## src/hdl/frac_pkg.sv

```systemverilog
package frac_pkg;

    typedef enum logic [1:0] {
        KIND_ADD = 2'd0,
        KIND_SUB = 2'd1,
        KIND_MUL = 2'd2,
        KIND_DIV = 2'd3
    } kind_t;

    localparam logic [31:0] MAG_LIMIT = 32'h7FFF_FFFF;

    // Commands from the controller to the datapath.
    typedef struct packed {
        logic load;       // capture operands
        logic prod;       // register the partial products
        logic comb;       // form numerator and denominator
        logic gcd_init;   // start the divisor search
        logic gcd_step;   // one search step: a halving or a subtraction
        logic div_init;   // start the two divisions
        logic div_step;   // one quotient bit for both
        logic finish;     // build the result fields
    } frac_cmd_t;

    // Status from the datapath to the controller.
    typedef struct packed {
        logic zero_den;
        logic zero_num;
        logic gcd_done;
        logic div_done;
    } frac_sts_t;

endpackage

```

## src/hdl/frac_if.sv

```systemverilog
interface frac_in_if #(parameter int OPERAND_WIDTH = 16);
    logic                            valid;
    logic                            ready;
    logic [1:0]                      kind;
    logic signed [OPERAND_WIDTH-1:0] a_num;
    logic signed [OPERAND_WIDTH-1:0] a_den;
    logic signed [OPERAND_WIDTH-1:0] b_num;
    logic signed [OPERAND_WIDTH-1:0] b_den;
    modport source (output valid, kind, a_num, a_den, b_num, b_den, input ready);
    modport sink (input valid, kind, a_num, a_den, b_num, b_den, output ready);
endinterface

interface frac_out_if;
    logic               valid;
    logic               ready;
    logic signed [31:0] res_num;
    logic signed [31:0] res_den;
    logic               error;
    modport source (output valid, res_num, res_den, error, input ready);
    modport sink (input valid, res_num, res_den, error, output ready);
endinterface

```

## src/hdl/fraction_arithmetic_reduce_unit.sv

```systemverilog
// Channel | Direction | Payload
// in      | sink      | kind, a_num, a_den, b_num, b_den
// out     | source    | res_num, res_den, error
//
// One transaction at a time. After the products, a binary divisor search runs from a
// seeding step, and then the two restoring divisions run side by side. A zero
// numerator or denominator finishes without the search or the divisions.
// Reset clears only the controller; a result waits in the output register while
// out is stalled, and in stays not ready until that result is taken.
module fraction_arithmetic_reduce_unit
    import frac_pkg::*;
#(
    parameter int OPERAND_WIDTH = 16
)
(
    input  logic       clk,
    input  logic       rst_n,
    frac_in_if.sink    in,
    frac_out_if.source out
);

    frac_cmd_t cmd;
    frac_sts_t sts;

    // Sequencer: steps the datapath through products, divisor search and division.
    frac_ctrl u_ctrl (
        .clk       (clk),
        .rst_n     (rst_n),
        .in_valid  (in.valid),
        .in_ready  (in.ready),
        .out_valid (out.valid),
        .out_ready (out.ready),
        .cmd       (cmd),
        .sts       (sts)
    );

    // Datapath: magnitude and sign arithmetic with the result register.
    frac_dp #(.OPERAND_WIDTH(OPERAND_WIDTH)) u_dp (
        .clk     (clk),
        .kind    (in.kind),
        .a_num   (in.a_num),
        .a_den   (in.a_den),
        .b_num   (in.b_num),
        .b_den   (in.b_den),
        .cmd     (cmd),
        .sts     (sts),
        .res_num (out.res_num),
        .res_den (out.res_den),
        .error   (out.error)
    );

endmodule

```

## src/hdl/frac_ctrl.sv

```systemverilog
module frac_ctrl
    import frac_pkg::*;
(
    input  logic      clk,
    input  logic      rst_n,
    input  logic      in_valid,
    output logic      in_ready,
    output logic      out_valid,
    input  logic      out_ready,
    output frac_cmd_t cmd,
    input  frac_sts_t sts
);

    typedef enum logic [6:0] {
        S_IDLE = 7'b0000001,
        S_PROD = 7'b0000010,
        S_COMB = 7'b0000100,
        S_GCD  = 7'b0001000,
        S_DIV  = 7'b0010000,
        S_FIN  = 7'b0100000,
        S_OUT  = 7'b1000000
    } state_t;

    state_t state_reg, state_next;

    assign in_ready  = (state_reg == S_IDLE);
    assign out_valid = (state_reg == S_OUT);

    always_comb
    begin
        state_next = state_reg;
        cmd = '0;
        unique case (state_reg)
            S_IDLE:
            begin
                if (in_valid)
                begin
                    cmd.load = 1'b1;
                    state_next = S_PROD;
                end
            end
            S_PROD:
            begin
                cmd.prod = 1'b1;
                state_next = S_COMB;
            end
            S_COMB:
            begin
                cmd.comb = 1'b1;
                state_next = S_GCD;
            end
            S_GCD:
            begin
                if (sts.zero_den || sts.zero_num)
                begin
                    cmd.finish = 1'b1;
                    state_next = S_OUT;
                end
                else if (sts.gcd_done)
                begin
                    cmd.div_init = 1'b1;
                    state_next = S_DIV;
                end
                else
                begin
                    cmd.gcd_step = 1'b1;
                end
            end
            S_DIV:
            begin
                if (sts.div_done)
                begin
                    state_next = S_FIN;
                end
                else
                begin
                    cmd.div_step = 1'b1;
                end
            end
            S_FIN:
            begin
                cmd.finish = 1'b1;
                state_next = S_OUT;
            end
            S_OUT:
            begin
                if (out_ready)
                begin
                    state_next = S_IDLE;
                end
            end
            default:
            begin
                state_next = S_IDLE;
            end
        endcase
        if (state_reg == S_COMB)
        begin
            cmd.gcd_init = 1'b1;
        end
    end

    always_ff @(posedge clk or negedge rst_n)
    begin
        if (!rst_n)
        begin
            state_reg <= S_IDLE;
        end
        else
        begin
            state_reg <= state_next;
        end
    end

    a_fin_out: assert property (@(posedge clk) disable iff (!rst_n)
        cmd.finish |=> out_valid)
        else $error("finish did not lead to output");
    a_out_hold: assert property (@(posedge clk) disable iff (!rst_n)
        out_valid && !out_ready |=> out_valid)
        else $error("result dropped while stalled");
    a_excl: assert property (@(posedge clk) disable iff (!rst_n)
        !(cmd.gcd_step && cmd.div_step))
        else $error("gcd and divide active together");

endmodule

```

## src/hdl/frac_dp.sv

```systemverilog
module frac_dp
    import frac_pkg::*;
#(
    parameter int OPERAND_WIDTH = 16
)
(
    input  logic                            clk,
    input  logic [1:0]                      kind,
    input  logic signed [OPERAND_WIDTH-1:0] a_num,
    input  logic signed [OPERAND_WIDTH-1:0] a_den,
    input  logic signed [OPERAND_WIDTH-1:0] b_num,
    input  logic signed [OPERAND_WIDTH-1:0] b_den,
    input  frac_cmd_t                       cmd,
    output frac_sts_t                       sts,
    output logic signed [31:0]              res_num,
    output logic signed [31:0]              res_den,
    output logic                            error
);

    localparam int W  = OPERAND_WIDTH;
    localparam int PW = 2 * W;
    localparam int MW = PW + 1;
    localparam int CW = $clog2(MW + 1);
    localparam int XW = (MW > 32) ? MW : 32;

    logic [1:0]   kind_reg;
    logic [W-1:0] am_reg, adm_reg, bm_reg, bdm_reg;
    logic         as_reg, ads_reg, bs_reg, bds_reg;
    logic [PW-1:0] p1_reg, p2_reg, pd_reg;
    logic          p1s_reg, p2s_reg, pds_reg;
    logic [MW-1:0] nm_reg, dm_reg;
    logic          ns_reg, ds_reg;
    logic [MW-1:0] gx_reg, gy_reg;
    logic [CW-1:0] k_reg;
    logic [MW-1:0] gd_reg;
    logic [MW-1:0] qn_reg, qd_reg, rn_reg, rd_reg;
    logic [CW-1:0] cnt_reg;
    logic signed [31:0] res_num_reg, res_den_reg;
    logic error_reg;

    function automatic logic [W-1:0] mag_of(input logic [W-1:0] v);
        mag_of = v[W-1] ? (~v + 1'b1) : v;
    endfunction

    function automatic logic [31:0] to_field(input logic s, input logic [MW-1:0] m);
        logic [XW-1:0] mx;
        logic [31:0] c;
        mx = XW'(m);
        c = (mx > XW'(MAG_LIMIT)) ? MAG_LIMIT : mx[31:0];
        to_field = s ? (~c + 1'b1) : c;
    endfunction

    logic [W-1:0] m1a, m1b, m2a, m2b, mda, mdb;
    logic s1, s2, sd;
    logic [MW-1:0] p1e, p2e;
    logic [MW-1:0] rn_sh, rd_sh;

    always_comb
    begin
        m1a = am_reg;  m1b = bdm_reg; s1 = as_reg ^ bds_reg;
        m2a = bm_reg;  m2b = adm_reg; s2 = bs_reg ^ ads_reg;
        mda = adm_reg; mdb = bdm_reg; sd = ads_reg ^ bds_reg;
        unique case (kind_t'(kind_reg))
            KIND_ADD, KIND_SUB: ;
            KIND_MUL:
            begin
                m1b = bm_reg;  s1 = as_reg ^ bs_reg;
            end
            KIND_DIV:
            begin
                mdb = bm_reg;  sd = ads_reg ^ bs_reg;
            end
            default: ;
        endcase
        p1e = {1'b0, p1_reg};
        p2e = {1'b0, p2_reg};
        rn_sh = {rn_reg[MW-2:0], qn_reg[MW-1]};
        rd_sh = {rd_reg[MW-2:0], qd_reg[MW-1]};
    end

    logic add_like;
    logic s2e;
    assign add_like = (kind_reg == KIND_ADD) || (kind_reg == KIND_SUB);
    assign s2e = (kind_reg == KIND_SUB) ? ~p2s_reg : p2s_reg;

    always_ff @(posedge clk)
    begin
        if (cmd.load)
        begin
            kind_reg <= kind;
            am_reg <= mag_of(a_num);  as_reg  <= a_num[W-1];
            adm_reg <= mag_of(a_den); ads_reg <= a_den[W-1];
            bm_reg <= mag_of(b_num);  bs_reg  <= b_num[W-1];
            bdm_reg <= mag_of(b_den); bds_reg <= b_den[W-1];
        end
        if (cmd.prod)
        begin
            p1_reg <= m1a * m1b; p1s_reg <= s1;
            p2_reg <= m2a * m2b; p2s_reg <= s2;
            pd_reg <= mda * mdb; pds_reg <= sd;
        end
        if (cmd.comb)
        begin
            dm_reg <= {1'b0, pd_reg};
            ds_reg <= pds_reg;
            if (!add_like)
            begin
                nm_reg <= p1e; ns_reg <= p1s_reg;
            end
            else if (p1s_reg == s2e)
            begin
                nm_reg <= p1e + p2e; ns_reg <= p1s_reg;
            end
            else if (p1e >= p2e)
            begin
                nm_reg <= p1e - p2e; ns_reg <= p1s_reg;
            end
            else
            begin
                nm_reg <= p2e - p1e; ns_reg <= s2e;
            end
        end
        if (cmd.gcd_init)
        begin
            gx_reg <= '0;
            gy_reg <= '0;
            k_reg  <= '0;
        end
        // Binary divisor search: common factors of two are counted in k_reg,
        // odd pairs are reduced by a subtraction followed by a halving.
        if (cmd.gcd_step)
        begin
            if (gx_reg == '0 && gy_reg == '0)
            begin
                gx_reg <= nm_reg;
                gy_reg <= dm_reg;
            end
            else if (!gx_reg[0] && !gy_reg[0])
            begin
                gx_reg <= gx_reg >> 1;
                gy_reg <= gy_reg >> 1;
                k_reg  <= k_reg + 1'b1;
            end
            else if (!gx_reg[0])
            begin
                gx_reg <= gx_reg >> 1;
            end
            else if (!gy_reg[0])
            begin
                gy_reg <= gy_reg >> 1;
            end
            else if (gx_reg > gy_reg)
            begin
                gx_reg <= (gx_reg - gy_reg) >> 1;
            end
            else
            begin
                gy_reg <= (gy_reg - gx_reg) >> 1;
            end
        end
        if (cmd.div_init)
        begin
            gd_reg <= gx_reg << k_reg;
            qn_reg <= nm_reg; qd_reg <= dm_reg;
            rn_reg <= '0;     rd_reg <= '0;
            cnt_reg <= CW'(MW);
        end
        if (cmd.div_step)
        begin
            cnt_reg <= cnt_reg - 1'b1;
            if (rn_sh >= gd_reg)
            begin
                rn_reg <= rn_sh - gd_reg;
                qn_reg <= {qn_reg[MW-2:0], 1'b1};
            end
            else
            begin
                rn_reg <= rn_sh;
                qn_reg <= {qn_reg[MW-2:0], 1'b0};
            end
            if (rd_sh >= gd_reg)
            begin
                rd_reg <= rd_sh - gd_reg;
                qd_reg <= {qd_reg[MW-2:0], 1'b1};
            end
            else
            begin
                rd_reg <= rd_sh;
                qd_reg <= {qd_reg[MW-2:0], 1'b0};
            end
        end
        if (cmd.finish)
        begin
            if (dm_reg == '0)
            begin
                res_num_reg <= '0; res_den_reg <= '0; error_reg <= 1'b1;
            end
            else if (nm_reg == '0)
            begin
                res_num_reg <= '0; res_den_reg <= 32'sd1; error_reg <= 1'b0;
            end
            else
            begin
                res_num_reg <= to_field(ns_reg, qn_reg);
                res_den_reg <= to_field(ds_reg, qd_reg);
                error_reg <= 1'b0;
            end
        end
    end

    // The divisor search is seeded in its first step; it ends when both sides meet.
    assign sts.zero_den = (dm_reg == '0);
    assign sts.zero_num = (nm_reg == '0);
    assign sts.gcd_done = (gx_reg != '0) && (gx_reg == gy_reg);
    assign sts.div_done = (cnt_reg == '0);

    assign res_num = res_num_reg;
    assign res_den = res_den_reg;
    assign error   = error_reg;

    a_gcd_nz: assert property (@(posedge clk)
        cmd.div_init |-> gx_reg != '0)
        else $error("divide started with zero divisor");
    a_div_cnt: assert property (@(posedge clk)
        cmd.div_step |-> cnt_reg != '0)
        else $error("divide stepped past its last bit");
    a_gcd_order: assert property (@(posedge clk)
        cmd.gcd_step |-> !cmd.finish)
        else $error("finish during divisor search");

endmodule

```

## src/flat_wrapper.sv

```systemverilog
// flat-port wrapper written by rule: the top's interface ports become plain ports
module fraction_arithmetic_reduce_unit_flat import frac_pkg::*;
#(
    parameter int OPERAND_WIDTH = 16
)
  (clk, rst_n, in_valid, in_kind, in_a_num, in_a_den, in_b_num, in_b_den, in_ready, out_valid, out_res_num, out_res_den, out_error, out_ready);
  frac_in_if #(.OPERAND_WIDTH(OPERAND_WIDTH)) in_i ();
  frac_out_if out_i ();
  input  logic clk;
  input  logic rst_n;
  input wire logic [$bits(in_i.valid)-1:0] in_valid;
  input wire logic [$bits(in_i.kind)-1:0] in_kind;
  input wire logic [$bits(in_i.a_num)-1:0] in_a_num;
  input wire logic [$bits(in_i.a_den)-1:0] in_a_den;
  input wire logic [$bits(in_i.b_num)-1:0] in_b_num;
  input wire logic [$bits(in_i.b_den)-1:0] in_b_den;
  output wire logic [$bits(in_i.ready)-1:0] in_ready;
  output wire logic [$bits(out_i.valid)-1:0] out_valid;
  output wire logic [$bits(out_i.res_num)-1:0] out_res_num;
  output wire logic [$bits(out_i.res_den)-1:0] out_res_den;
  output wire logic [$bits(out_i.error)-1:0] out_error;
  input wire logic [$bits(out_i.ready)-1:0] out_ready;
  assign in_i.valid = in_valid;
  assign in_i.kind = in_kind;
  assign in_i.a_num = in_a_num;
  assign in_i.a_den = in_a_den;
  assign in_i.b_num = in_b_num;
  assign in_i.b_den = in_b_den;
  assign in_ready = in_i.ready;
  assign out_valid = out_i.valid;
  assign out_res_num = out_i.res_num;
  assign out_res_den = out_i.res_den;
  assign out_error = out_i.error;
  assign out_i.ready = out_ready;
  fraction_arithmetic_reduce_unit #(.OPERAND_WIDTH(OPERAND_WIDTH)) u_core (.clk(clk), .rst_n(rst_n), .in(in_i), .out(out_i));
endmodule
```

## config.mk

```make
export PLATFORM = sky130hd
export DESIGN_NAME = fraction_arithmetic_reduce_unit_flat
export DESIGN_NICKNAME = d
export VERILOG_FILES = /design/src/hdl/frac_pkg.sv /design/src/hdl/frac_if.sv /design/src/hdl/fraction_arithmetic_reduce_unit.sv /design/src/hdl/frac_ctrl.sv /design/src/hdl/frac_dp.sv /design/src/flat_wrapper.sv
export SDC_FILE = /design/constraint.sdc
export NUM_CORES = 2
export LEC_CHECK = 0
export BUFFER_PORTS_ARGS = -buffer_cell sky130_fd_sc_hd__buf_2
export CAP_MARGIN = 20
export CELL_PAD_IN_SITES_DETAIL_PLACEMENT = 0
export CELL_PAD_IN_SITES_GLOBAL_PLACEMENT = 1
export CORE_MARGIN = 2
export CORE_UTILIZATION = 51
export CTS_BUF_LIST = sky130_fd_sc_hd__clkbuf_8 sky130_fd_sc_hd__clkbuf_16
export CTS_CLUSTER_DIAMETER = 60
export DETAILED_ROUTE_END_ITERATION = 12
export PLACE_DENSITY_LB_ADDON = 0.1
export SLEW_MARGIN = 10
export SYNTH_ARGS = -nofsm -noshare
export SYNTH_HDL_FRONTEND = slang
export SYNTH_SLANG_ARGS = --single-unit
```

## constraint.sdc

```tcl
create_clock -name clk -period 11.15 [get_ports clk]
set_input_delay 1.115 -clock clk [delete_from_list [all_inputs] [get_ports clk]]
set_output_delay 1.115 -clock clk [all_outputs]
set_load 0.05 [all_outputs]
```

# After elaboration in Yosys (flattened, before gate mapping)
# Index checks and enable logic that the tools add are counted.
# W data, S select, Z words.
[totals]
output_inout_bits = 67
register_bits = 549
[classes]
mux = 70
shift = 1
addsub = 15
multipliers = 3
bitwise = 11
order_cmp = 6
eq_ne = 16
reduce_logical = 17
[ops]
columns = ["op", "n"]
rows = [
  ["$mux W33", 20],
  ["$mux W32", 10],
  ["$logic_not A33 Y1", 4],
  ["$mul A16 B16 Y32", 3],
  ["$ge A33 B33 Y1", 2],
  ["$gt A33 B31 Y1 const B", 2],
  ["$sub A32 B32 Y33", 2],
  ["$sub A33 B33 Y33", 2],
  ["$add A16 B1 Y16 const B", 4],
  ["$add A32 B1 Y32 const B", 2],
  ["$not A16 Y16", 4],
  ["$not A32 Y32", 2],
  ["$sub A32 B32 Y32", 2],
  ["$mux W15", 4],
  ["$pmux W7 S7", 1],
  ["$mux W6", 6],
  ["$mux W7", 5],
  ["$add A32 B32 Y33", 1],
  ["$eq A33 B33 Y1", 1],
  ["$gt A33 B33 Y1", 1],
  ["$reduce_bool A33 Y1", 1],
  ["$shl A33 B6 Y33", 1],
  ["$ge A32 B32 Y1", 1],
  ["$mux W16", 2],
  ["28 further kinds", 56],
]

# Depth between registers and ports, before layout
[logic_depth]
ltp_word = 9
mapped_depth = 28
mapped_depth_nobuf = 26

# Modules after synthesis
# A second synthesis with hierarchy kept.
[hier_totals]
cells_unflattened = 6992
area_unflattened_um2 = 63514.7
[modules_own_cells]
columns = ["module", "area_each_um2", "instances", "cells_per_inst", "seq_area_each_um2"]
rows = [
  ["frac_dp", 63083.0, 1, 6941, 15554.9],
  ["frac_ctrl", 431.7, 1, 51, 176.4],
]

# Worst setup path after synthesis
# Ideal clock, no wire load.
[synth_path]
path_kind = "register -> register"
from = "reg u_core.u_dp.gx_reg[17]"
to = "reg u_core.u_dp.cnt_reg[0], enable pin"
arrival_time_ps = 8753
n_path_buf = 2
setup_ps = 513
stages_incl_launch_ff = 10
slack_ps = 1884
path_cell_list = "dfxtp_1 > clkbuf_1 > inv_1 > ha_1 > buf_1 > and4_1 > nand3_1 > or4_1 > nor4_1 > nand2b_1"
[synth_lines]
columns = ["element", "line", "text"]
rows = [
  ["start: declaration", "frac_dp.sv:33", "logic [MW-1:0] gx_reg, gy_reg;"],
  ["start signal: assignment", "frac_dp.sv:135", "gx_reg <= nm_reg;"],
  ["start signal: assignment", "frac_dp.sv:140", "gx_reg <= gx_reg >> 1;"],
  ["start signal: assignment", "frac_dp.sv:146", "gx_reg <= gx_reg >> 1;"],
  ["end signal: assignment", "frac_dp.sv:166", "cnt_reg <= CW'(MW);"],
  ["end signal: assignment", "frac_dp.sv:170", "cnt_reg <= cnt_reg - 1'b1;"],
  ["end: declaration", "frac_dp.sv:37", "logic [CW-1:0] cnt_reg;"],
]

# Worst setup path in the final report
[layout_path]
from = "reg u_core.u_dp.kind_reg[1]"
to = "reg u_core.u_dp.p1_reg[29] (data pin)"
[layout_between]
elab_chain_cells = 3
[layout_rtl]
columns = ["element", "line", "text"]
rows = [
  ["start: declaration", "frac_dp.sv:26", "logic [1:0] kind_reg;"],
  ["start signal: assignment", "frac_dp.sv:90", "kind_reg <= kind;"],
  ["$eq A2 B2 Y1", "frac_dp.sv:63", "unique case (kind_t'(kind_reg))"],
  ["$mux W16", "frac_dp.sv:63", ""],
  ["$mul A16 B16 Y32", "frac_dp.sv:98", "p1_reg <= m1a * m1b; p1s_reg <= s1;"],
  ["end signal: assignment", "frac_dp.sv:98", ""],
  ["end: declaration", "frac_dp.sv:29", "logic [PW-1:0] p1_reg, p2_reg, pd_reg;"],
]
# Every way passes these cells.
# A chain may end at the register's enable or synchronous reset.

==> flow_metrics.tcl <==
set metrics [dict create \
    fin_tns_setup_ps 0 \
    rows 129 \
    grt_use_total_pct 29.7 \
    syn_nets 8305 \
    ys_seq_area_share_pct 24.8 \
    drc 0 \
    worstPathRequired_ps 11590 \
    hold_buffers 0 \
    cts_resized 0 \
    min_path_type "input pin to async pin" \
    grt_max_degree 79 \
    clk_pin_slew_ps 60 \
    start_util_pct 51.4 \
    cts_setup_buffers 0 \
    grt_setup_unrepaired "no" \
    wl_per_cell_um 21.6 \
    drtAntennaViolNets 0 \
    final_layout_size_suffix_gt1_share_pct 6.37 \
    drt-initial-drc-count 4423 \
    clock-sinks 549 \
    avgSynthCellArea_um2 8.94 \
    finalSetupViolCount 0 \
    clkLatencyLatePin_ps 710 \
    num_vias 50900 \
    max_freq_mhz 123 \
    fin_crit_ps 8130 \
    routabilityCongestion 0.971 \
    final_common_cell "inv_1" \
    avgViaCountPerCell 5.82 \
    cts_tree "done" \
    clk_path_buf_depth 3 \
    synth_area_mm2 0.0634 \
    io_pins 137 \
    ys_ff_latch 549 \
    cts_root_buffer "clkbuf_16" \
    die_area_mm2 0.127 \
    antenna_found_initial 2 \
    fp.coreArea_mm2 0.123 \
    synth_edf_count 470 \
    cap_violations 0 \
    yosys_warnings 0 \
    grt_pass1_wl_um 295000 \
    path_class "flop to flop" \
    relSlewSlack_pct 23.8 \
    die_w_um 357 \
    cts_buffers 74 \
    worstSetupEndpointType "flop" \
    worst_slew_pin_slew_ps 1130 \
    async_flop_share_pct 1.28 \
    yosysUniqueCellTypes 89 \
    synth-main-ff-cell "edfxtp_1" \
    startpoint_type "flop" \
    htree_levels 3 \
    status "completed" \
    syn2layout_area_growth_pct 7.30 \
    fp.dieH_um 357 \
    fin_nets 8247 \
    io_buffers 136 \
    finalCritPeriodShare_pct 72.9 \
    hpwl_um 145000 \
    routed_wl_um 188000 \
    worstPathArrival_ps 8560 \
    hold_ws_ps 252 \
    netlist_instances 7097 \
    final_cell_mix "inv_1 (933), nand2_1 (928), fa_1 (589)" \
    cp_max_fo 59 \
    skew_ps 48.2 \
    grt_overflow 0 \
    grt_pass1_vias 50900 \
    report.final.slew_viol_count 0 \
    dr.pass1.iters 7 \
    finalHoldViolations 0 \
]
-- path summary, 6_finish.rpt --
check                                                   to  slack [ps]               startpoint  cells after the start
worst max-delay path                u_core.u_dp.p1_reg[29]        3020  u_core.u_dp.kind_reg[1]                     26
worst min-delay path            u_core.u_ctrl.state_reg[2]         250                    rst_n                      1
worst max register to register      u_core.u_dp.p1_reg[29]        3020  u_core.u_dp.kind_reg[1]                     26
worst min register to register       u_core.u_dp.dm_reg[5]         420    u_core.u_dp.pd_reg[5]                      0
max in group asynchronous       u_core.u_ctrl.state_reg[0]       10650                    rst_n                      1
min in group clk                     u_core.u_dp.dm_reg[5]         420    u_core.u_dp.pd_reg[5]                      0
-- cells by family (layout without fill, tap and decap cells) --
family,after synthesis,in the layout,synth area share (%)
AND/OR/NAND/NOR,2306,2306,17.1
AO/OA/AOI/OAI,1380,1380,14.2
buffers and inverters,1269,1273,7.54
adder cells (fa/ha/maj),1138,1138,29.4
flip-flops,549,549,24.8
XOR/XNOR,311,311,4.29
multiplexers,144,144,2.71
other,0,2,0
-- area by class of cell --
| cell class | instances | area, um2 |
|---|---|---|
| antenna | 2 | 5.00 |
| clock buffer | 76 | 1890 |
| clock inverter | 62 | 643 |
| fill | 11400 | 55400 |
| inverter | 926 | 3480 |
| multi-input combinational | 5279 | 43000 |
| sequential | 549 | 15700 |
| tap | 1637 | 2050 |
| timing repair buffer | 209 | 1230 |
-- critical path, stage by stage (launching register included) --
cell and delay [ps]:
edfxtp_1 320, buf_4 530, inv_1 530, nor2_1 220, buf_4 290, mux2_2 440, nand2_1 130, fa_1 570
inv_1 50, fa_1 530, ha_1 130, inv_1 50, fa_1 460, fa_1 550, inv_1 50, fa_1 440
ha_1 210, or3_1 420, o21bai_1 200, a211oi_1 350, o21ai_0 200, a21oi_1 270, o31ai_1 170, a31o_2 290
a21o_1 180, a21oi_1 170, xnor2_1 80
-- layer usage --
metal | track usage (%) | part of all wire [%] | vias up
met3 | 3.98 | 6.0 | 405
met5 | 0 | 0.0069 | -
met4 | 11.6 | 4.3 | 2
li1 | - | - | 23800
met2 | 48.7 | 47 | 1732
met1 | 40.1 | 43 | 24900
-- synth_stat cells, drive strengths merged (151+ instances only) --
master    n  share of area [%]
nand2   928                5.5
inv     925                5.5
fa      589                 19
ha      549                 11
nor2    496                2.9
edfxtp  470                 22
a21oi   361                2.8
clkbuf  303                1.8
o21ai   298                2.4
and2    283                2.8
xnor2   225                3.1
a21o    151                1.8
-- metrics by stage --
step | worst slack (ps) | instance area [um2] | std cells | utilization, %
after floorplan | 1880 | 63400 | 7097 | -
after global placement | 3130 | 65500 | 8599 | 53.1
after detailed placement | 3050 | 65500 | 8599 | 53.1
after CTS | 3020 | 68000 | 8737 | 55.1
after global routing | 2550 | 68100 | 8738 | 55.1
final | 3020 | 68100 | 8740 | 55.1
Power is not shown: default switching activity piles up to over one toggle a cycle in this logic, so the estimate is an artifact.
